### config.mk
export PLATFORM = sky130hd
export DESIGN_NAME = ddr4_rank_bank_command_state_flat
export DESIGN_NICKNAME = d
export VERILOG_FILES = /design/src/rtl/rbcs_pkg.sv /design/src/rtl/rbcs_if.sv /design/src/rtl/rbcs_ram.sv /design/src/rtl/rbcs_ctrl.sv /design/src/rtl/rbcs_datapath.sv /design/src/rtl/ddr4_rank_bank_command_state.sv /design/src/flat_wrapper.sv
export SDC_FILE = /design/constraint.sdc
export NUM_CORES = 1
export LEC_CHECK = 0
export BUFFER_PORTS_ARGS = -buffer_cell sky130_fd_sc_hd__buf_2
export CAP_MARGIN = 25
export CORE_UTILIZATION = 37
export CTS_BUF_LIST = sky130_fd_sc_hd__clkbuf_16
export CTS_CLUSTER_SIZE = 14
export DETAILED_ROUTE_END_ITERATION = 6
export SLEW_MARGIN = 20
export SYNTH_ARGS = -nofsm -noshare
export SYNTH_HDL_FRONTEND = slang
export SYNTH_HIERARCHICAL = 1
export SYNTH_SLANG_ARGS = --single-unit
export TNS_END_PERCENT = 10
### constraint.sdc
create_clock -name clk -period 4.4 [get_ports clk]
set_clock_uncertainty 0.05 [all_clocks]
set_input_delay 0.88 -clock clk [delete_from_list [all_inputs] [get_ports clk]]
set_output_delay 0.88 -clock clk [all_outputs]
set_load 0.01 [all_outputs]
### src/rtl/rbcs_pkg.sv
package rbcs_pkg;

    localparam int FUNC_W = 1;
    localparam int CMD_W  = 4;
    localparam int BG_W   = 2;
    localparam int BK_W   = 2;
    localparam int ROW_W  = 17;
    localparam int MODE_W = 2;

    typedef logic [CMD_W-1:0]  cmd_code_t;
    typedef logic [MODE_W-1:0] mode_t;

    localparam logic [FUNC_W-1:0] FUNC_QUERY = 1'b0;
    localparam logic [FUNC_W-1:0] FUNC_ISSUE = 1'b1;

    localparam cmd_code_t CMD_ACT  = 4'd0;
    localparam cmd_code_t CMD_PRE  = 4'd1;
    localparam cmd_code_t CMD_PREA = 4'd2;
    localparam cmd_code_t CMD_RD   = 4'd3;
    localparam cmd_code_t CMD_WR   = 4'd4;
    localparam cmd_code_t CMD_RDA  = 4'd5;
    localparam cmd_code_t CMD_WRA  = 4'd6;
    localparam cmd_code_t CMD_REF  = 4'd7;
    localparam cmd_code_t CMD_PDE  = 4'd8;
    localparam cmd_code_t CMD_PDX  = 4'd9;
    localparam cmd_code_t CMD_SRE  = 4'd10;
    localparam cmd_code_t CMD_SRX  = 4'd11;
    localparam cmd_code_t CMD_NONE = 4'd12;

    localparam mode_t MODE_UP  = 2'd0;
    localparam mode_t MODE_APD = 2'd1;
    localparam mode_t MODE_PPD = 2'd2;
    localparam mode_t MODE_SR  = 2'd3;

    typedef enum logic [1:0] {
        ST_IDLE = 2'b01,
        ST_EXEC = 2'b10
    } ctl_state_t;

    // Commands from the controller to the datapath
    typedef struct packed {
        logic capture;
        logic execute;
    } dp_ctrl_t;

endpackage

### src/rtl/rbcs_if.sv
interface rbcs_req_if;
    import rbcs_pkg::*;

    logic                valid;
    logic                ready;
    logic [FUNC_W-1:0]   func;
    logic [CMD_W-1:0]    cmd;
    logic [BG_W-1:0]     group_sel;
    logic [BK_W-1:0]     bank;
    logic [ROW_W-1:0]    row;

    modport source (output valid, func, cmd, group_sel, bank, row, input ready);
    modport sink   (input valid, func, cmd, group_sel, bank, row, output ready);
endinterface

interface rbcs_rsp_if;
    import rbcs_pkg::*;

    logic                valid;
    logic                ready;
    logic [CMD_W-1:0]    next_cmd;
    logic                error;
    logic [MODE_W-1:0]   rank_mode;
    logic                bank_is_open;

    modport source (output valid, next_cmd, error, rank_mode, bank_is_open, input ready);
    modport sink   (input valid, next_cmd, error, rank_mode, bank_is_open, output ready);
endinterface

### src/rtl/rbcs_ram.sv
module rbcs_ram #(
    parameter int WIDTH = 17,
    parameter int DEPTH = 16
) (
    input  logic                             clk,
    input  logic                             wr_en,
    input  logic [$clog2(DEPTH > 1 ? DEPTH : 2)-1:0] wr_addr,
    input  logic [WIDTH-1:0]                 wr_data,
    input  logic                             rd_en,
    input  logic [$clog2(DEPTH > 1 ? DEPTH : 2)-1:0] rd_addr,
    output logic [WIDTH-1:0]                 rd_data
);
    logic [WIDTH-1:0] mem_reg [DEPTH];
    logic [WIDTH-1:0] rd_data_reg;

    always_ff @(posedge clk)
    begin
        if (wr_en)
        begin
            mem_reg[wr_addr] <= wr_data;
        end
        if (rd_en)
        begin
            rd_data_reg <= mem_reg[rd_addr];
        end
    end

    assign rd_data = rd_data_reg;
endmodule

### src/rtl/rbcs_ctrl.sv
module rbcs_ctrl (
    input  logic               clk,
    input  logic               rst_n,
    input  logic               req_valid,
    input  logic               rsp_ready,
    output logic               req_ready,
    output logic               rsp_valid,
    output rbcs_pkg::dp_ctrl_t ctrl
);
    import rbcs_pkg::*;

    ctl_state_t state_reg, state_next;
    logic       rsp_valid_reg, rsp_valid_next;
    logic       rsp_free;

    // The output register is free when empty or being drained this cycle
    assign rsp_free     = !rsp_valid_reg || rsp_ready;
    assign req_ready    = (state_reg == ST_IDLE);
    assign ctrl.capture = req_valid && (state_reg == ST_IDLE);
    assign ctrl.execute = (state_reg == ST_EXEC) && rsp_free;

    always_comb
    begin
        state_next = state_reg;
        case (state_reg)
            ST_IDLE:
            begin
                if (req_valid)
                begin
                    state_next = ST_EXEC;
                end
            end
            ST_EXEC:
            begin
                if (rsp_free)
                begin
                    state_next = ST_IDLE;
                end
            end
            default:
            begin
                state_next = ST_IDLE;
            end
        endcase
    end

    always_comb
    begin
        rsp_valid_next = rsp_valid_reg;
        if (ctrl.execute)
        begin
            rsp_valid_next = 1'b1;
        end
        else if (rsp_ready)
        begin
            rsp_valid_next = 1'b0;
        end
    end

    always_ff @(posedge clk or negedge rst_n)
    begin
        if (!rst_n)
        begin
            state_reg     <= ST_IDLE;
            rsp_valid_reg <= 1'b0;
        end
        else
        begin
            state_reg     <= state_next;
            rsp_valid_reg <= rsp_valid_next;
        end
    end

    assign rsp_valid = rsp_valid_reg;
endmodule

### src/rtl/rbcs_datapath.sv
module rbcs_datapath #(
    parameter int BANK_GROUPS     = 4,
    parameter int BANKS_PER_GROUP = 4,
    parameter int ROW_BITS        = 17
) (
    input  logic                          clk,
    input  logic                          rst_n,
    input  rbcs_pkg::dp_ctrl_t            ctrl,
    input  logic [rbcs_pkg::FUNC_W-1:0]   func,
    input  logic [rbcs_pkg::CMD_W-1:0]    cmd,
    input  logic [rbcs_pkg::BG_W-1:0]     group_sel,
    input  logic [rbcs_pkg::BK_W-1:0]     bank,
    input  logic [rbcs_pkg::ROW_W-1:0]    row,
    output logic [rbcs_pkg::CMD_W-1:0]    next_cmd,
    output logic                          error,
    output logic [rbcs_pkg::MODE_W-1:0]   rank_mode,
    output logic                          bank_is_open
);
    import rbcs_pkg::*;

    localparam int NBANKS = BANK_GROUPS * BANKS_PER_GROUP;
    localparam int IDX_W  = $clog2(NBANKS > 1 ? NBANKS : 2);

    // Captured item
    logic [FUNC_W-1:0]   func_reg;
    cmd_code_t           cmd_reg;
    logic                valid_reg;
    logic [IDX_W-1:0]    idx_reg;
    logic [ROW_BITS-1:0] row_reg;

    logic                in_valid;
    logic [IDX_W-1:0]    in_idx;

    // Rank and bank state
    mode_t               mode_reg, mode_next;
    logic [NBANKS-1:0]   open_flags_reg, open_flags_next;

    logic [ROW_BITS-1:0] open_row;
    logic                ram_wr_en;
    logic                is_open, any_open;
    cmd_code_t           result_cmd;
    logic                result_err;

    // Output register
    cmd_code_t           next_cmd_reg;
    logic                error_reg;
    mode_t               rank_mode_reg;
    logic                bank_is_open_reg;

    // Out-of-range bank address names no bank and maps to entry zero
    assign in_valid = (int'(group_sel) < BANK_GROUPS) && (int'(bank) < BANKS_PER_GROUP);
    assign in_idx   = in_valid
                    ? IDX_W'(int'(group_sel) * BANKS_PER_GROUP + int'(bank))
                    : '0;

    always_ff @(posedge clk)
    begin
        if (ctrl.capture)
        begin
            func_reg  <= func;
            cmd_reg   <= cmd;
            valid_reg <= in_valid;
            idx_reg   <= in_idx;
            row_reg   <= ROW_BITS'(row);
        end
    end

    assign ram_wr_en = ctrl.execute && (func_reg == FUNC_ISSUE)
                    && (cmd_reg == CMD_ACT) && valid_reg;

    // Row store is read at capture, so the row is ready in the execute cycle
    rbcs_ram #(
        .WIDTH (ROW_BITS),
        .DEPTH (NBANKS)
    ) u_row_ram (
        .clk     (clk),
        .wr_en   (ram_wr_en),
        .wr_addr (idx_reg),
        .wr_data (row_reg),
        .rd_en   (ctrl.capture),
        .rd_addr (in_idx),
        .rd_data (open_row)
    );

    assign is_open  = valid_reg && open_flags_reg[idx_reg];
    assign any_open = |open_flags_reg;

    always_comb
    begin
        result_cmd      = CMD_NONE;
        result_err      = 1'b0;
        mode_next       = mode_reg;
        open_flags_next = open_flags_reg;
        if (func_reg == FUNC_QUERY)
        begin
            case (cmd_reg)
                CMD_RD, CMD_WR:
                begin
                    if (mode_reg inside {MODE_APD, MODE_PPD})
                    begin
                        result_cmd = CMD_PDX;
                    end
                    else if (mode_reg == MODE_SR)
                    begin
                        result_cmd = CMD_SRX;
                    end
                    else if (!is_open)
                    begin
                        result_cmd = CMD_ACT;
                    end
                    else if (open_row == row_reg)
                    begin
                        result_cmd = cmd_reg;
                    end
                    else
                    begin
                        result_cmd = CMD_PRE;
                    end
                end
                CMD_REF:
                begin
                    result_cmd = any_open ? CMD_PREA : CMD_REF;
                end
                CMD_PDE:
                begin
                    result_cmd = (mode_reg == MODE_SR) ? CMD_SRX : CMD_PDE;
                end
                CMD_SRE:
                begin
                    result_cmd = (mode_reg inside {MODE_APD, MODE_PPD}) ? CMD_PDX : CMD_SRE;
                end
                default:
                begin
                    result_err = 1'b1;
                end
            endcase
        end
        else
        begin
            case (cmd_reg)
                CMD_ACT:
                begin
                    if (valid_reg)
                    begin
                        open_flags_next[idx_reg] = 1'b1;
                    end
                end
                CMD_PRE, CMD_RDA, CMD_WRA:
                begin
                    if (valid_reg)
                    begin
                        open_flags_next[idx_reg] = 1'b0;
                    end
                end
                CMD_PREA:
                begin
                    open_flags_next = '0;
                end
                CMD_PDE:
                begin
                    mode_next = any_open ? MODE_APD : MODE_PPD;
                end
                CMD_PDX, CMD_SRX:
                begin
                    mode_next = MODE_UP;
                end
                CMD_SRE:
                begin
                    mode_next = MODE_SR;
                end
                default:
                begin
                    mode_next = mode_reg;
                end
            endcase
        end
    end

    always_ff @(posedge clk or negedge rst_n)
    begin
        if (!rst_n)
        begin
            mode_reg       <= MODE_UP;
            open_flags_reg <= '0;
        end
        else if (ctrl.execute)
        begin
            mode_reg       <= mode_next;
            open_flags_reg <= open_flags_next;
        end
    end

    always_ff @(posedge clk)
    begin
        if (ctrl.execute)
        begin
            next_cmd_reg     <= result_cmd;
            error_reg        <= result_err;
            rank_mode_reg    <= mode_next;
            bank_is_open_reg <= valid_reg && open_flags_next[idx_reg];
        end
    end

    assign next_cmd     = next_cmd_reg;
    assign error        = error_reg;
    assign rank_mode    = rank_mode_reg;
    assign bank_is_open = bank_is_open_reg;
endmodule

### src/rtl/ddr4_rank_bank_command_state.sv
// DDR4 rank and bank command state tracker.
//
// req channel: one item per handshake (valid and ready high at a clock edge).
//   func 0 asks which command must go out before cmd for the addressed bank;
//   func 1 applies cmd to the rank and bank state.
// rsp channel: one item per request, in order: next_cmd (none for issue
//   items and for queries without a rule), error, the rank mode after the
//   item and whether the addressed bank is open after the item.
// Timing: an item is captured at the accept edge, the row store is read in
//   the same edge, and the result is computed and registered in the output
//   register once that register is free, which raises rsp.valid. A new item
//   is accepted only after the last one has executed, as set by the
//   controller's capture-then-execute sequence around the registered row store read.
// Stall: while rsp.ready is low and a result waits, the next item is still
//   accepted and held in the capture stage; it is executed once the output
//   register frees up.
// Reset: rst_n clears the rank to powered up and every bank to closed. The
//   row store is not cleared; a row is consulted only while its bank is open.
module ddr4_rank_bank_command_state #(
    parameter int BANK_GROUPS     = 4,
    parameter int BANKS_PER_GROUP = 4,
    parameter int ROW_BITS        = 17
) (
    input  logic        clk,
    input  logic        rst_n,
    rbcs_req_if.sink    req,
    rbcs_rsp_if.source  rsp
);
    import rbcs_pkg::*;

    dp_ctrl_t ctrl;

    rbcs_ctrl u_ctrl (
        .clk       (clk),
        .rst_n     (rst_n),
        .req_valid (req.valid),
        .rsp_ready (rsp.ready),
        .req_ready (req.ready),
        .rsp_valid (rsp.valid),
        .ctrl      (ctrl)
    );

    rbcs_datapath #(
        .BANK_GROUPS     (BANK_GROUPS),
        .BANKS_PER_GROUP (BANKS_PER_GROUP),
        .ROW_BITS        (ROW_BITS)
    ) u_datapath (
        .clk          (clk),
        .rst_n        (rst_n),
        .ctrl         (ctrl),
        .func         (req.func),
        .cmd          (req.cmd),
        .group_sel    (req.group_sel),
        .bank         (req.bank),
        .row          (req.row),
        .next_cmd     (rsp.next_cmd),
        .error        (rsp.error),
        .rank_mode    (rsp.rank_mode),
        .bank_is_open (rsp.bank_is_open)
    );

    // An executed item shows up on the output next cycle
    a_exec_to_rsp: assert property (@(posedge clk) disable iff (!rst_n)
        ctrl.execute |=> rsp.valid)
        else $error("executed item did not reach the output");

    // Only one item in flight in the capture stage
    a_single_capture: assert property (@(posedge clk) disable iff (!rst_n)
        req.valid && req.ready |=> !req.ready)
        else $error("second item accepted before execute");

    // A query without a rule carries no prerequisite command
    a_error_none: assert property (@(posedge clk) disable iff (!rst_n)
        rsp.valid && rsp.error |-> rsp.next_cmd == CMD_NONE)
        else $error("error result with a command code");

    // Execute never fires while a result is stalled
    a_no_overwrite: assert property (@(posedge clk) disable iff (!rst_n)
        rsp.valid && !rsp.ready |-> !ctrl.execute)
        else $error("output register overwritten under stall");
endmodule
### src/flat_wrapper.sv
// flat-port wrapper written by rule: the top's interface ports become plain ports
module ddr4_rank_bank_command_state_flat import rbcs_pkg::*;
#(
    parameter int BANK_GROUPS     = 4,
    parameter int BANKS_PER_GROUP = 4,
    parameter int ROW_BITS        = 17
)
  (clk, rst_n, req_valid, req_func, req_cmd, req_group_sel, req_bank, req_row, req_ready, rsp_valid, rsp_next_cmd, rsp_error, rsp_rank_mode, rsp_bank_is_open, rsp_ready);
  rbcs_req_if req_i ();
  rbcs_rsp_if rsp_i ();
  input  logic clk;
  input  logic rst_n;
  input wire logic [$bits(req_i.valid)-1:0] req_valid;
  input wire logic [$bits(req_i.func)-1:0] req_func;
  input wire logic [$bits(req_i.cmd)-1:0] req_cmd;
  input wire logic [$bits(req_i.group_sel)-1:0] req_group_sel;
  input wire logic [$bits(req_i.bank)-1:0] req_bank;
  input wire logic [$bits(req_i.row)-1:0] req_row;
  output wire logic [$bits(req_i.ready)-1:0] req_ready;
  output wire logic [$bits(rsp_i.valid)-1:0] rsp_valid;
  output wire logic [$bits(rsp_i.next_cmd)-1:0] rsp_next_cmd;
  output wire logic [$bits(rsp_i.error)-1:0] rsp_error;
  output wire logic [$bits(rsp_i.rank_mode)-1:0] rsp_rank_mode;
  output wire logic [$bits(rsp_i.bank_is_open)-1:0] rsp_bank_is_open;
  input wire logic [$bits(rsp_i.ready)-1:0] rsp_ready;
  assign req_i.valid = req_valid;
  assign req_i.func = req_func;
  assign req_i.cmd = req_cmd;
  assign req_i.group_sel = req_group_sel;
  assign req_i.bank = req_bank;
  assign req_i.row = req_row;
  assign req_ready = req_i.ready;
  assign rsp_valid = rsp_i.valid;
  assign rsp_next_cmd = rsp_i.next_cmd;
  assign rsp_error = rsp_i.error;
  assign rsp_rank_mode = rsp_i.rank_mode;
  assign rsp_bank_is_open = rsp_i.bank_is_open;
  assign rsp_i.ready = rsp_ready;
  ddr4_rank_bank_command_state #(.BANK_GROUPS(BANK_GROUPS), .BANKS_PER_GROUP(BANKS_PER_GROUP), .ROW_BITS(ROW_BITS)) u_core (.clk(clk), .rst_n(rst_n), .req(req_i), .rsp(rsp_i));
endmodule
After elaboration in Yosys (flattened, before gate mapping)
Memories as Yosys holds them, arrays and structs flattened. A register that Yosys moved wholly into a read port is not among the register bits. Cells that the tools add are included.

Register bits after elaboration: 55. Bits in writable memories: 272. Bits of input ports: 30. Output and inout bits: 10. Logic and storage cells: 81. Memories: 1.

Memory list: u_core.u_datapath.u_row_ram.mem_reg (depth 16, bits a word 17, read ports 1, clocked after Yosys merged registers in 1, wr ports 1, RTL line rbcs_ram.sv:13) `logic [WIDTH-1:0] mem_reg [DEPTH];`.

$add $sub $neg: 1. $lt $le $gt $ge: 2. Equality and inequality tests: 19. Multiplexer cells: 27. Bitwise logic cells: 3. Reduce and logical (&&, ||, !) cells: 16.

Operator list (number): one-hot mux 16 bit (3 select lines) (1); == test 17 bit (1); bitwise AND 16 bit (1); == test 4 x 3 -> 1 bit, second input constant (4); == test 4 bit, second input constant (4); 2-to-1 mux 16 bit (1); 2-to-1 mux 4 bit (4); inverter 16 bit (1); OR 16 bit (1); one-hot mux 4 bit (4 select lines) (1); OR reduction 16 bit (1); 2-to-1 mux 2 bit (6); binary-select mux 1 bit (select 4 bit) (2); == test 4 x 2 -> 1 bit, second input constant (2); 2-to-1 mux 1 bit (8); == test 2 bit, second input constant (3); one-hot mux 2 bit (3 select lines) (1); logical AND 1 bit (5); < comparator 4 x 5 -> 1 bit, second input constant (1); OR reduction 5 bit (1); adder 4 x 2 -> 4 bit (1); demux 1 bit (select 4 bit) (1); == test 2 x 1 -> 1 bit, second input constant (2); == test 4 x 1 -> 1 bit, second input constant (1); 11 further kinds (14).

Logic depth before layout (Yosys ltp)
Word-level depth: 10. Depth in mapped cells: 8. Mapped depth without buffers: 6.

Modules after synthesis
The synthesis kept the hierarchy.

Modules (own cells, without submodules): rbcs_ram (times used 1, cells an instance 458, area an instance 10807.9 um2, seq. area each 8678.3 um2); rbcs_datapath (times used 1, cells an instance 262, area an instance 2830.2 um2, seq. area each 1471.4 um2); rbcs_ctrl (times used 1, cells an instance 12, area an instance 137.6 um2, seq. area each 76.3 um2).

Worst setup path after synthesis
OpenSTA, ideal clock, no wires.

Kind: input -> register. Start point: input port rsp_ready. End point: memory u_core.u_datapath.u_row_ram.mem_reg[0][0] (enable). Library setup time: 412 ps. Arrival: 3672 ps. Required time: 3938 ps. Setup slack: 265 ps. Stages on the path: 8. Path buffers: 3. Path through: nand2b_1 > nor2b_1 > buf_4 > clkbuf_1 > and3_1 > clkbuf_1 > or3b_2 > nor3_1.

RTL lines: start, declared (RTL line flat_wrapper.sv:25) `input wire logic [$bits(rsp_i.ready)-1:0] rsp_ready;`; end, declared (RTL line rbcs_ram.sv:13).

Worst setup path in the final report
Start point: register u_core.u_datapath.cmd_reg[3]. End point: memory u_core.u_datapath.u_row_ram.mem_reg[1][3] (enable).

Cells in the longest elaborated chain, start to end: 4.

Ends and longest elaborated chain: start, declared (RTL line rbcs_datapath.sv:26) `cmd_code_t cmd_reg;`; start signal, assigned (RTL line rbcs_datapath.sv:61) `cmd_reg <= cmd;`; zero test 4 bit (RTL line rbcs_datapath.sv:69) `&& (cmd_reg == CMD_ACT) && valid_reg;`; logical AND 1 bit (RTL line rbcs_datapath.sv:69); 2-to-1 mux 1 bit (RTL line rbcs_ram.sv:18) `if (wr_en)`; 2-to-1 mux 1 bit (implied by the code) (RTL line rbcs_ram.sv:20) `mem_reg[wr_addr] <= wr_data;`.

Every way passes these cells.

==> metrics.yaml <==
status: "complete, no violations"
antenna_found_initial: 0
cts_tree: "done"
vias: 7169
yosysTopAreaCell: "edfxtp_1"
synth_fa_ha_area_frac: 0.000908
overflow: 0
drc: 0
setup_ws_ns: 1.40
rsz0062_at_grt: "no"
synth-simple-area-share: 0.0460
synth_top_area_frac: 0.704
synth_compound_area_frac: 0.0575
critPathMaxFanout: 17
chipWidth_um: 195
largest_register_ffs: 272
root_buffer: "clkbuf_16"
crit_required_ns: 4.51
via_per_inst: 5.51
max_cap_violations: 0
ys_seq_area_frac: 0.742
drt_iter0_drc: 625
numCtsBuffers: 37
timing.rr.start: "u_core/u_datapath/cmd_reg[3]"
critical_path_class: "reg2reg"
cts_setup_buffers: 0
place_ws_ns: 0.904
synth_top_family_by_area: "multiplexers"
syn_to_final_growth_pct: 14.9
grt_pass1_vias: 7228
gp_congestion: 0.867
final_nets: 838
die-area_um2: 38000
muxShareOfSynthArea: 0.124
ir_drop_mv: 0.356
fmaxAchievable_ghz: 0.333
cts_resized: 0
clockBufferDepth: 3
synth_warnings: 6
crit_path_end: "u_core/u_datapath/u_row_ram/mem_reg[1][3]"
clk_pin_slew_ns: 0.06
clk_latency_ns: 0.53
n_antenna_cell: 0
initial_core_util: 0.376
hold_path.class: "in2async"
rr_endpoint: "u_core/u_datapath/u_row_ram/mem_reg[1][3]"
r2r_cells: 4
port_buffers: 39
die_h_um: 195
yosys.area_share.xor_xnor: 0.0121
dp_hpwl_um: 19100
slew_headroom: 0.372
cts_max_level: 2
grt_max_degree: 37
synth_cells: 732
synth_fp_nets: 763
wl_per_cell_um: 24.3
r2r_setup_slack_ns: 1.40
cp.arrival_ns: 3.10
ctsHoldBuffers: 0
synth-main-ff-cell: "edfxtp_1"
ys_top_cells_by_area: "edfxtp_1, mux4_2, dfrtp_1"
synth.cell_area_um2: 13800
finalHoldViolations: 0
leakagePower_nw: 5.19
fin_hold_ws_ns: 0.262
ant_nets: 0
clkSinkCount: 344
cp-end-kind: "register"
synth_edf_count: 323
num_rows: 70
drive_above_1_share: 0.267
setup_viol: 0
fin_crit_ns: 3.00
core_um2: 36600
grt_usage: 0.169
ys_types: 53
fin_tns_setup_ns: 0
grt_pass1_wl_um: 47100
async_flop_share: 0.0610
finalMaxSlewViolations: 0
critPathLaunchType: "register"
syn_avg_cell_area_um2: 18.8
routed_wl_um: 31600
power_density_nw_per_um2: 449
startpoint: "u_core/u_datapath/cmd_reg[3]"
post-route-period-util: 0.682
ys_ff_latch: 344
design.portCount: 40
dr.pass1.iters: 5
worst_pin_slew_ns: 0.941
-- synthesized netlist by cell type, types with 3 or more instances --
cell and count:
xnor2_1 4, mux2_2 5, buf_6 3, nand2b_1 8, a21oi_1 22, a211oi_1 6, edfxtp_1 323, nor2b_1 11
dfrtp_1 20, nor2_1 20, buf_2 11, nand2_1 40, and2_1 5, o22ai_1 4, o21ai_0 38, nand3b_1 5
a22oi_1 36, xor2_1 15, nor3_1 7, nor4_1 9, mux4_2 65, nand4_1 3, buf_4 3, nand3_1 8
inv_1 4, mux4_1 7, clkbuf_1 16
-- layout make-up --
type / count / area, µm²
fill: 3206 / 20800
sequential: 344 / 10200
multi-input combinational: 346 / 3380
clock buffer: 38 / 951
tap: 468 / 586
timing repair buffer: 74 / 485
clock inverter: 28 / 190
inverter: 4 / 15.0
-- kinds of logic (layout without fill, tap and decap cells) --
| kind of cell | count (synthesis) | after routing |
|---|---|---|
| compound gates | 124 | 124 |
| xor+xnor | 19 | 19 |
| flops | 344 | 344 |
| buf+inv | 42 | 144 |
| fa+ha+maj | 1 | 1 |
| mux | 78 | 78 |
| simple gates | 124 | 124 |
-- report_power, final --
part	switching [mW]	internal, mW	total [mW]
sequential	0.0800	3.66	3.74
combinational	0.264	0.166	0.431
clock	1.29	1.64	2.93
-- worst max-delay path, cell delays in order (launching register included) --
cell and delay [ns]:
edfxtp_1 0.57, nor3b_2 0.43, and3_1 0.27, or3b_2 0.55, nor2_2 0.75
-- through the flow --
| step | instances | instance area (µm²) | power (mW) | utilization |
|---|---|---|---|---|
| 2_1_floorplan | 732 | 13800 | 4.06 | - |
| 3_3_place_gp | 1236 | 14700 | 4.24 | 0.401 |
| 3_5_place_dp | 1236 | 14700 | 4.25 | 0.401 |
| 4_1_cts | 1302 | 15800 | 7.17 | 0.432 |
| 5_1_grt | 1302 | 15800 | 7.33 | 0.432 |
| 6_report | 1302 | 15800 | 7.10 | 0.432 |
-- layer usage --
| layer | vias to the layer above | GRT usage | share of wire |
|---|---|---|---|
| met4 | 0 | 0.0604 | 0.026 |
| met5 | - | 0 | 0 |
| li1 | 3151 | - | - |
| met2 | 281 | 0.263 | 0.48 |
| met3 | 53 | 0.0293 | 0.061 |
| met1 | 3684 | 0.240 | 0.44 |
-- cells in the final DEF, fill, tap and decap left out, types with 5 or more instances in the layout --
cell and n:
a211oi_1 6, a21oi_1 22, a22oi_1 36, and2_1 5
buf_2 38, buf_4 34, clkbuf_16 38, clkinv_1 9
dfrtp_1 20, edfxtp_1 323, inv_1 10, mux2_2 5
mux4_1 7, mux4_2 65, nand2_1 40, nand2b_1 8
nand3_1 8, nand3b_1 5, nor2_1 7, nor2_2 15
nor2b_1 9, nor4_1 9, o21ai_0 38, xor2_1 15
-- worst min path at each step --
stage	start	to	slack, ns
floorplan	u_core/u_datapath/open_flags_reg[8]	u_core/u_datapath/open_flags_reg[8]	0.44
global placement	u_core/u_datapath/mode_reg[1]	u_core/u_datapath/mode_reg[1]	0.48
detailed placement	u_core/u_ctrl/rsp_valid	u_core/u_ctrl/rsp_valid	0.48
CTS	rst_n	u_core/u_ctrl/state_reg[1]	0.28
global route	rst_n	u_core/u_ctrl/state_reg[1]	0.29
finish	rst_n	u_core/u_ctrl/state_reg[1]	0.26
(Power assumes the default switching activity.)
